==> src/apsp_pkg.sv <==
// ----------------------------------------------------------------------------
// apsp_pkg: shared types and constants for the all-pairs shortest path unit
// Word formats, command codes, distance store entry and sequencer states.
// ----------------------------------------------------------------------------
package apsp_pkg;

	localparam int MAX_NODES_DEF = 64;
	localparam int NODE_W        = 7;
	localparam int DIST_W        = 6;
	localparam int HOP_W         = 16;

	localparam logic [DIST_W-1:0] DIST_SAT = 6'd63;

	localparam logic STAT_OK        = 1'b0;
	localparam logic STAT_BAD_INDEX = 1'b1;

	typedef enum logic [1:0] {
		FUNC_CLEAR = 2'd0,
		FUNC_EDGE  = 2'd1,
		FUNC_RELAX = 2'd2,
		FUNC_READ  = 2'd3
	} func_t;

	typedef struct packed {
		func_t             func;
		logic [NODE_W-1:0] node_a;
		logic [NODE_W-1:0] node_b;
	} in_word_t;

	typedef struct packed {
		logic [DIST_W-1:0] distance;
		logic              reachable;
		logic              status;
		logic [NODE_W-1:0] node_count;
	} out_word_t;

	typedef struct packed {
		logic             reach;
		logic [HOP_W-1:0] hop;
	} entry_t;

	typedef enum logic [3:0] {
		ST_CLEAR,
		ST_IDLE,
		ST_EDGE_AB,
		ST_EDGE_BA,
		ST_READ,
		ST_READ_CHK,
		ST_ROW_RD,
		ST_ROW_CHK,
		ST_COL_RD,
		ST_COL_WR,
		ST_DONE
	} state_t;

endpackage

==> src/apsp_ctrl.sv <==
// ----------------------------------------------------------------------------
// apsp_ctrl: command sequencer
// Decodes commands, sweeps the store on clear, and runs the relaxation loops
// as read, compare and write-back steps against the distance store.
// ----------------------------------------------------------------------------
module apsp_ctrl #(
	parameter int MAX_NODES = apsp_pkg::MAX_NODES_DEF,
	parameter int IDX_W     = $clog2(MAX_NODES),
	parameter int ADDR_W    = 2 * IDX_W
) (
	input  logic                 clk,
	input  logic                 arst_n,
	input  logic                 in_valid,
	output logic                 in_ready,
	input  apsp_pkg::in_word_t   in_data,
	output logic                 res_valid,
	input  logic                 res_free,
	output apsp_pkg::out_word_t  res_data,
	output logic                 mem_we,
	output logic [ADDR_W-1:0]    mem_waddr,
	output apsp_pkg::entry_t     mem_wdata,
	output logic [ADDR_W-1:0]    mem_raddr0,
	output logic [ADDR_W-1:0]    mem_raddr1,
	input  apsp_pkg::entry_t     mem_rdata0,
	input  apsp_pkg::entry_t     mem_rdata1
);

	localparam int NW = apsp_pkg::NODE_W;
	localparam int HW = apsp_pkg::HOP_W;
	localparam int DW = apsp_pkg::DIST_W;
	localparam logic [IDX_W-1:0] MAX_LAST = IDX_W'(MAX_NODES - 1);

	apsp_pkg::state_t state_q, state_d;
	logic [NW-1:0]    vc_q, vc_d;
	logic [IDX_W-1:0] m_q, m_d, r_q, r_d, c_q, c_d, last_q, last_d;
	logic             clr_resp_q, clr_resp_d;
	logic [IDX_W-1:0] ia_q, ia_d, ib_q, ib_d;
	logic [HW-1:0]    drm_q, drm_d;
	logic [DW-1:0]    res_dist_q, res_dist_d;
	logic             res_reach_q, res_reach_d;
	logic             res_stat_q, res_stat_d;

	logic             a_ok, b_ok;
	logic [IDX_W-1:0] ia_in, ib_in;
	logic [NW-1:0]    vc_a;
	logic [HW:0]      via;
	apsp_pkg::state_t adv_state;
	logic [IDX_W-1:0] adv_m, adv_r;

	// check and convert the vertex indices
	assign a_ok  = (in_data.node_a != '0) && (32'(in_data.node_a) <= MAX_NODES);
	assign b_ok  = (in_data.node_b != '0) && (32'(in_data.node_b) <= MAX_NODES);
	assign ia_in = IDX_W'(in_data.node_a - NW'(1));
	assign ib_in = IDX_W'(in_data.node_b - NW'(1));
	assign vc_a  = (in_data.node_a > vc_q) ? in_data.node_a : vc_q;

	// candidate path length through the current intermediate vertex
	assign via = {1'b0, drm_q} + {1'b0, mem_rdata0.hop};

	// next row or next intermediate vertex of the relaxation
	always_comb begin
		adv_state = apsp_pkg::ST_ROW_RD;
		adv_m     = m_q;
		adv_r     = r_q + IDX_W'(1);
		if (r_q == last_q) begin
			adv_r = '0;
			adv_m = m_q + IDX_W'(1);
			if (m_q == last_q) begin
				adv_state = apsp_pkg::ST_DONE;
			end
		end
	end

	assign in_ready = (state_q == apsp_pkg::ST_IDLE);
	assign res_valid = (state_q == apsp_pkg::ST_DONE);

	always_comb begin
		res_data.distance   = res_dist_q;
		res_data.reachable  = res_reach_q;
		res_data.status     = res_stat_q;
		res_data.node_count = vc_q;
	end

	// next state, register updates and store accesses
	always_comb begin
		state_d     = state_q;
		vc_d        = vc_q;
		m_d         = m_q;
		r_d         = r_q;
		c_d         = c_q;
		last_d      = last_q;
		clr_resp_d  = clr_resp_q;
		ia_d        = ia_q;
		ib_d        = ib_q;
		drm_d       = drm_q;
		res_dist_d  = res_dist_q;
		res_reach_d = res_reach_q;
		res_stat_d  = res_stat_q;
		mem_we      = 1'b0;
		mem_waddr   = {r_q, c_q};
		mem_wdata   = '0;
		mem_raddr0  = {r_q, m_q};
		mem_raddr1  = {r_q, c_q};

		case (state_q)
			apsp_pkg::ST_CLEAR: begin
				mem_we          = 1'b1;
				mem_waddr       = {r_q, c_q};
				mem_wdata.reach = (r_q == c_q);
				mem_wdata.hop   = '0;
				c_d = c_q + IDX_W'(1);
				if (c_q == MAX_LAST) begin
					c_d = '0;
					r_d = r_q + IDX_W'(1);
					if (r_q == MAX_LAST) begin
						state_d = clr_resp_q ? apsp_pkg::ST_DONE : apsp_pkg::ST_IDLE;
					end
				end
			end
			apsp_pkg::ST_IDLE: begin
				if (in_valid) begin
					ia_d        = ia_in;
					ib_d        = ib_in;
					res_dist_d  = '0;
					res_reach_d = 1'b0;
					res_stat_d  = apsp_pkg::STAT_OK;
					case (in_data.func)
						apsp_pkg::FUNC_CLEAR: begin
							vc_d       = '0;
							r_d        = '0;
							c_d        = '0;
							clr_resp_d = 1'b1;
							state_d    = apsp_pkg::ST_CLEAR;
						end
						apsp_pkg::FUNC_EDGE: begin
							if (!a_ok || !b_ok) begin
								res_stat_d = apsp_pkg::STAT_BAD_INDEX;
								state_d    = apsp_pkg::ST_DONE;
							end else begin
								vc_d    = (in_data.node_b > vc_a) ? in_data.node_b : vc_a;
								state_d = (ia_in != ib_in) ? apsp_pkg::ST_EDGE_AB
								                           : apsp_pkg::ST_DONE;
							end
						end
						apsp_pkg::FUNC_RELAX: begin
							if (vc_q == '0) begin
								state_d = apsp_pkg::ST_DONE;
							end else begin
								last_d  = IDX_W'(vc_q - NW'(1));
								m_d     = '0;
								r_d     = '0;
								state_d = apsp_pkg::ST_ROW_RD;
							end
						end
						apsp_pkg::FUNC_READ: begin
							if (!a_ok || !b_ok) begin
								res_stat_d = apsp_pkg::STAT_BAD_INDEX;
								state_d    = apsp_pkg::ST_DONE;
							end else begin
								state_d = apsp_pkg::ST_READ;
							end
						end
						default: begin
							state_d = apsp_pkg::ST_DONE;
						end
					endcase
				end
			end
			apsp_pkg::ST_EDGE_AB: begin
				mem_we          = 1'b1;
				mem_waddr       = {ia_q, ib_q};
				mem_wdata.reach = 1'b1;
				mem_wdata.hop   = HW'(1);
				state_d         = apsp_pkg::ST_EDGE_BA;
			end
			apsp_pkg::ST_EDGE_BA: begin
				mem_we          = 1'b1;
				mem_waddr       = {ib_q, ia_q};
				mem_wdata.reach = 1'b1;
				mem_wdata.hop   = HW'(1);
				state_d         = apsp_pkg::ST_DONE;
			end
			apsp_pkg::ST_READ: begin
				mem_raddr0 = {ia_q, ib_q};
				state_d    = apsp_pkg::ST_READ_CHK;
			end
			apsp_pkg::ST_READ_CHK: begin
				// saturate long hop counts
				if (mem_rdata0.reach) begin
					res_reach_d = 1'b1;
					res_dist_d  = (mem_rdata0.hop > HW'(apsp_pkg::DIST_SAT))
					              ? apsp_pkg::DIST_SAT : mem_rdata0.hop[DW-1:0];
				end
				state_d = apsp_pkg::ST_DONE;
			end
			apsp_pkg::ST_ROW_RD: begin
				mem_raddr0 = {r_q, m_q};
				state_d    = apsp_pkg::ST_ROW_CHK;
			end
			apsp_pkg::ST_ROW_CHK: begin
				// skip rows that cannot reach the intermediate vertex
				if (mem_rdata0.reach) begin
					drm_d   = mem_rdata0.hop;
					c_d     = '0;
					state_d = apsp_pkg::ST_COL_RD;
				end else begin
					state_d = adv_state;
					m_d     = adv_m;
					r_d     = adv_r;
				end
			end
			apsp_pkg::ST_COL_RD: begin
				mem_raddr0 = {m_q, c_q};
				mem_raddr1 = {r_q, c_q};
				state_d    = apsp_pkg::ST_COL_WR;
			end
			apsp_pkg::ST_COL_WR: begin
				// write back when the intermediate vertex reaches the column and the detour is shorter or the pair was unreachable
				if (mem_rdata0.reach &&
				    (!mem_rdata1.reach || (via < {1'b0, mem_rdata1.hop}))) begin
					mem_we          = 1'b1;
					mem_waddr       = {r_q, c_q};
					mem_wdata.reach = 1'b1;
					mem_wdata.hop   = via[HW-1:0];
				end
				if (c_q == last_q) begin
					state_d = adv_state;
					m_d     = adv_m;
					r_d     = adv_r;
				end else begin
					c_d     = c_q + IDX_W'(1);
					state_d = apsp_pkg::ST_COL_RD;
				end
			end
			apsp_pkg::ST_DONE: begin
				if (res_free) begin
					clr_resp_d = 1'b0;
					state_d    = apsp_pkg::ST_IDLE;
				end
			end
			default: begin
				state_d = apsp_pkg::ST_IDLE;
			end
		endcase
	end

	// control state; reset starts a clearing sweep
	always_ff @(posedge clk or negedge arst_n) begin
		if (!arst_n) begin
			state_q    <= apsp_pkg::ST_CLEAR;
			vc_q       <= '0;
			m_q        <= '0;
			r_q        <= '0;
			c_q        <= '0;
			last_q     <= '0;
			clr_resp_q <= 1'b0;
		end else begin
			state_q    <= state_d;
			vc_q       <= vc_d;
			m_q        <= m_d;
			r_q        <= r_d;
			c_q        <= c_d;
			last_q     <= last_d;
			clr_resp_q <= clr_resp_d;
		end
	end

	// operands and result fields
	always_ff @(posedge clk) begin
		ia_q        <= ia_d;
		ib_q        <= ib_d;
		drm_q       <= drm_d;
		res_dist_q  <= res_dist_d;
		res_reach_q <= res_reach_d;
		res_stat_q  <= res_stat_d;
	end

endmodule

==> config.mk <==
export PLATFORM = sky130hd
export DESIGN_NAME = apsp_ctrl
export DESIGN_NICKNAME = d
export VERILOG_FILES = /design/src/apsp_pkg.sv /design/src/apsp_ctrl.sv
export SDC_FILE = /design/constraint.sdc
export NUM_CORES = 1
export LEC_CHECK = 0
export BUFFER_PORTS_ARGS = -buffer_cell sky130_fd_sc_hd__buf_4
export CORE_UTILIZATION = 30
export CTS_CLUSTER_SIZE = 14
export DETAILED_ROUTE_END_ITERATION = 7
export SYNTH_ARGS = -nofsm -noshare
export SYNTH_HDL_FRONTEND = slang
export SYNTH_SLANG_ARGS = --single-unit
==> constraint.sdc <==
create_clock -name clk -period 3.7 [get_ports clk]
set_input_delay 0.185 -clock clk [delete_from_list [all_inputs] [get_ports clk]]
set_output_delay 0.185 -clock clk [all_outputs]
set_load 0.005 [all_outputs]
==> summary.md <==
| Metric | Value |
|---|---|
| Switching Share | `41.49%` |
| Leakage Power | `3.777 nW` |
| Synth async-reset ratio | `50.00%` |
| TritonCTS buffer count | `9` |
| Slew Viols, Final | `0` |
| Max Cap Viol | `0` |
| Final setup fails | `18` |
| Max-slew headroom | `48.33%` |
| Storage cell area | `1982 µm²` |
| Share of layout cells above drive strength 1 | `28.38%` |
| Syn-to-layout area delta | `34.00%` |
| Status | `finished with violations` |
| Setup Crit Path Kind | `flop to primary output` |
| Bufs and invs on worst path | `4` |
| Estimated wirelength of the detail-placed design | `14420 µm` |
| Register share of total power | `27.8%` |
| Global-route wire length before repair | `29310 µm` |
| Multi-input gate area | `4046 µm²` |
| Comb pwr share | `54.5%` |
| Final period utilization | `112.4%` |
| Antenna viol nets, final | `0` |
| CTS tree | `built` |
| Yosys warns | `0` |
| Clk Latency, worst-skew pair | `340 ps` |
| Total power | `4.895 mW` |
| H-Tree Level Count | `3` |
| Port bufs | `124` |
| Part of the power in the clock network | `17.8%` |
| Seq cells post-synth | `72` |
| Vias in the first global route | `5654` |
| Gpl congestion | `0.8628` |
| Worst-path clk slew | `60 ps` |
| Post-synth EDFFs | `36` |
| Maximum VDD drop | `0.2963 mV` |
| Setup repair after global routing missed its margin | `true` |
| DIE AREA | `21290 µm²` |
| CTS root buffer | `clkbuf_16` |
| Syn Inst Count | `724` |
| Final nets | `998` |
| Routed WL | `18410 µm` |
| Synthesized area per cell | `8.580 µm²` |
| Pwr Density | `588.1 nW/µm²` |
| CTS sink count | `72` |
| Max Fclk | `240.3 MHz` |
| Minimum clock period | `4161 ps` |
| DR vias/cell | `5.136` |
| Most common cell on crit path | `buf_6` |
| Post-synth top flop | `edfxtp_1` |
| Worst Max-Slew Pin Slew | `775.1 ps` |
| Mapped cell area | `6212 µm²` |
| Finished Layout Cells | `1165` |
| Crit path max-delay family | `compound AO/OA/AOI/OAI gates` |
| Final Hold Viols | `0` |
| Critical Path End Type | `primary output` |
| GRT Overall Usage | `17.29%` |
| Final TNS setup | `-7218 ps` |
| Remaining DRCs | `0` |
| Commonest cells after routing, fill and taps aside | `buf_4 (181), nand2_1 (69), inv_1 (55)` |
| Final Skew | `8.623 ps` |
| Slowest cell on crit path | `edfxtp_1` |
| Drt first pass iters | `5` |
| Post-synthesis sequential area ratio | `31.90%` |
| DIE WIDTH | `145.9 µm` |
| Grt ovf | `0` |
| Crit path launch type | `flop` |
| Worst-path fanout max | `7` |
| Antenna violations before repair | `0` |
| Row cnt | `52` |
| Core area | `20300 µm²` |
| Critical path required time | `3510 ps` |
| Starting Density | `30.60%` |
| Antenna Cells | `0` |
| Total number of vias | `5984` |
| Setup ws final | `-460.6 ps` |
| Largest net degree at the start of global routing | `37` |
| # placed instances | `1138` |
| Failing checks | `negative setup slack` |
| Clk buf depth | `2` |
| IO Count | `125` |
| Die Y | `145.9 µm` |
| NetSw | `2.031 mW` |
| Synth cell types | `64` |
| Most common cell after layout, fill and taps aside | `buf_4` |
| Hold/Removal Path Class | `input pin to flop` |
| Fin util | `41.01%` |
| Worst path arrival time | `3980 ps` |
| Syn nets | `832` |
| Layout filler cell count | `2066` |
| Place WS | `-367.2 ps` |
| Mean routed wirelength per cell | `15.80 µm` |
| Worst-path cell chain | `ha_4 > fa_2 > a21o_1 > and4_4 > o21ai_4 > buf_6 > a31o_4 > mux2i_2 > nand2_1 > ha_1 > o21a_1 > nand3_2 > nor2_2 > a221oi_2 > o221ai_2 > buf_6 > buf_6 > nor2_2 > buf_4` |
| Internal Power | `2.864 mW` |
| CP peak stage delay | `410 ps` |
| Initial DRC Count | `268` |
-- registers in the layout, summed over array words and instances (netlist names), 4 cells and up --
register	cells
c_q	6
drm_q	16
ia_q	6
ib_q	6
last_q	6
m_q	6
r_q	6
res_dist_q	6
state_q	4
vc_q	7
-- layer usage --
metal  global-route usage, %  part of all wire [%]  wire length, µm  up-vias
met3                   3.511                   5.1              930       14
met1                   23.07                    47             8723     2853
met5                       0                     0                0        -
li1                        -                     -                -     2967
met4                   4.632                   1.1              201        0
met2                   28.33                    46             8550      150
-- layout make-up --
| type | count | share of cell area, % |
|---|---|---|
| timing repair buffer | 189 | 17.50 |
| inverter | 55 | 2.480 |
| tap | 270 | 4.058 |
| clock inverter | 7 | 0.8417 |
| sequential | 72 | 23.81 |
| multi-input combinational | 563 | 48.61 |
| clock buffer | 9 | 2.706 |
-- Yosys cell counts, drive strengths merged (3+ instances only) --
cell	instances	area [µm²]
nand2	72	270.3
inv	55	206.5
ha	53	663.1
nor2	50	187.7
a21oi	44	220.2
dfrtp	36	900.9
edfxtp	36	1081
o21ai	35	178.9
xnor2	28	245.2
clkbuf	23	86.33
nand3	22	120.1
xor2	21	183.9
mux2i	20	200.2
nor2b	18	112.6
a21o	14	105.1
nand2b	13	81.33
nor3	13	65.06
o21a	13	97.59
a22oi	12	90.09
buf	11	61.30
nand4	11	68.82
a31oi	10	62.56
o31ai	9	67.56
and3	8	50.05
o221ai	8	70.07
or2	8	50.05
and2	7	43.79
nor4	6	37.54
o211ai	6	45.04
mux2	5	56.30
nor3b	5	42.54
o31a	5	43.79
a211oi	4	30.03
a221oi	4	35.03
o22ai	4	25.02
o311a	3	30.03
or3	3	18.77
or4	3	22.52
or4b	3	30.03
-- path summary, 6_finish.rpt --
kind	depth (start not counted)	endpoint	startpoint	slack (ps)
setup / recovery	19	mem_wdata[13]	drm_q[0]$_DFFE_PP_	-460
hold / removal	1	drm_q[5]$_DFFE_PP_	mem_rdata0[5]	40
setup reg to reg	14	vc_q[0]$_DFFE_PN0P_	vc_q[4]$_DFFE_PN0P_	320
hold reg to reg	2	clr_resp_q$_DFFE_PN0P_	clr_resp_q$_DFFE_PN0P_	570
max in group asynchronous	2	vc_q[5]$_DFFE_PN0P_	arst_n	2990
min in group asynchronous	2	r_q[0]$_DFFE_PN0P_	arst_n	350
-- metrics by stage --
step                hold slack [ps]  area (µm²)
finish                        44.21        8324
global route                  30.24        8324
CTS                           33.99        8219
detailed placement            189.3        7774
global placement              186.0        7774
floorplan                    -110.6        6232
-- cells by family after synthesis --
family	share of synthesized area (%)
flip-flops	31.90
AND/OR/NAND/NOR	20.36
XOR/XNOR	6.908
multiplexers	4.129
buffers and inverters	5.700
adder cells (fa/ha/maj)	11.00
AO/OA/AOI/OAI	20.00
-- what timing repair did --
item / in CTS / in global routing
pin swaps: 9 / 3
gates resized for setup: 22 / 15
setup buffers: 6 / 4
hold buffers: 1 / 0
setup endpoints to repair: 18 / 20
hold endpoints to repair: 36 / 0
-- power by group through the flow --
stage | Combinational, mW | Clock (mW) | Sequential, mW
6_report | 2.67 | 0.870 | 1.36
5_1_grt | 2.95 | 0.929 | 1.39
4_1_cts | 2.65 | 0.888 | 1.35
3_5_place_dp | 2.60 | 0 | 1.37
3_3_place_gp | 2.58 | 0 | 1.36
2_1_floorplan | 1.67 | 0 | 1.18
Note: power is estimated with default switching activity, not from simulation.
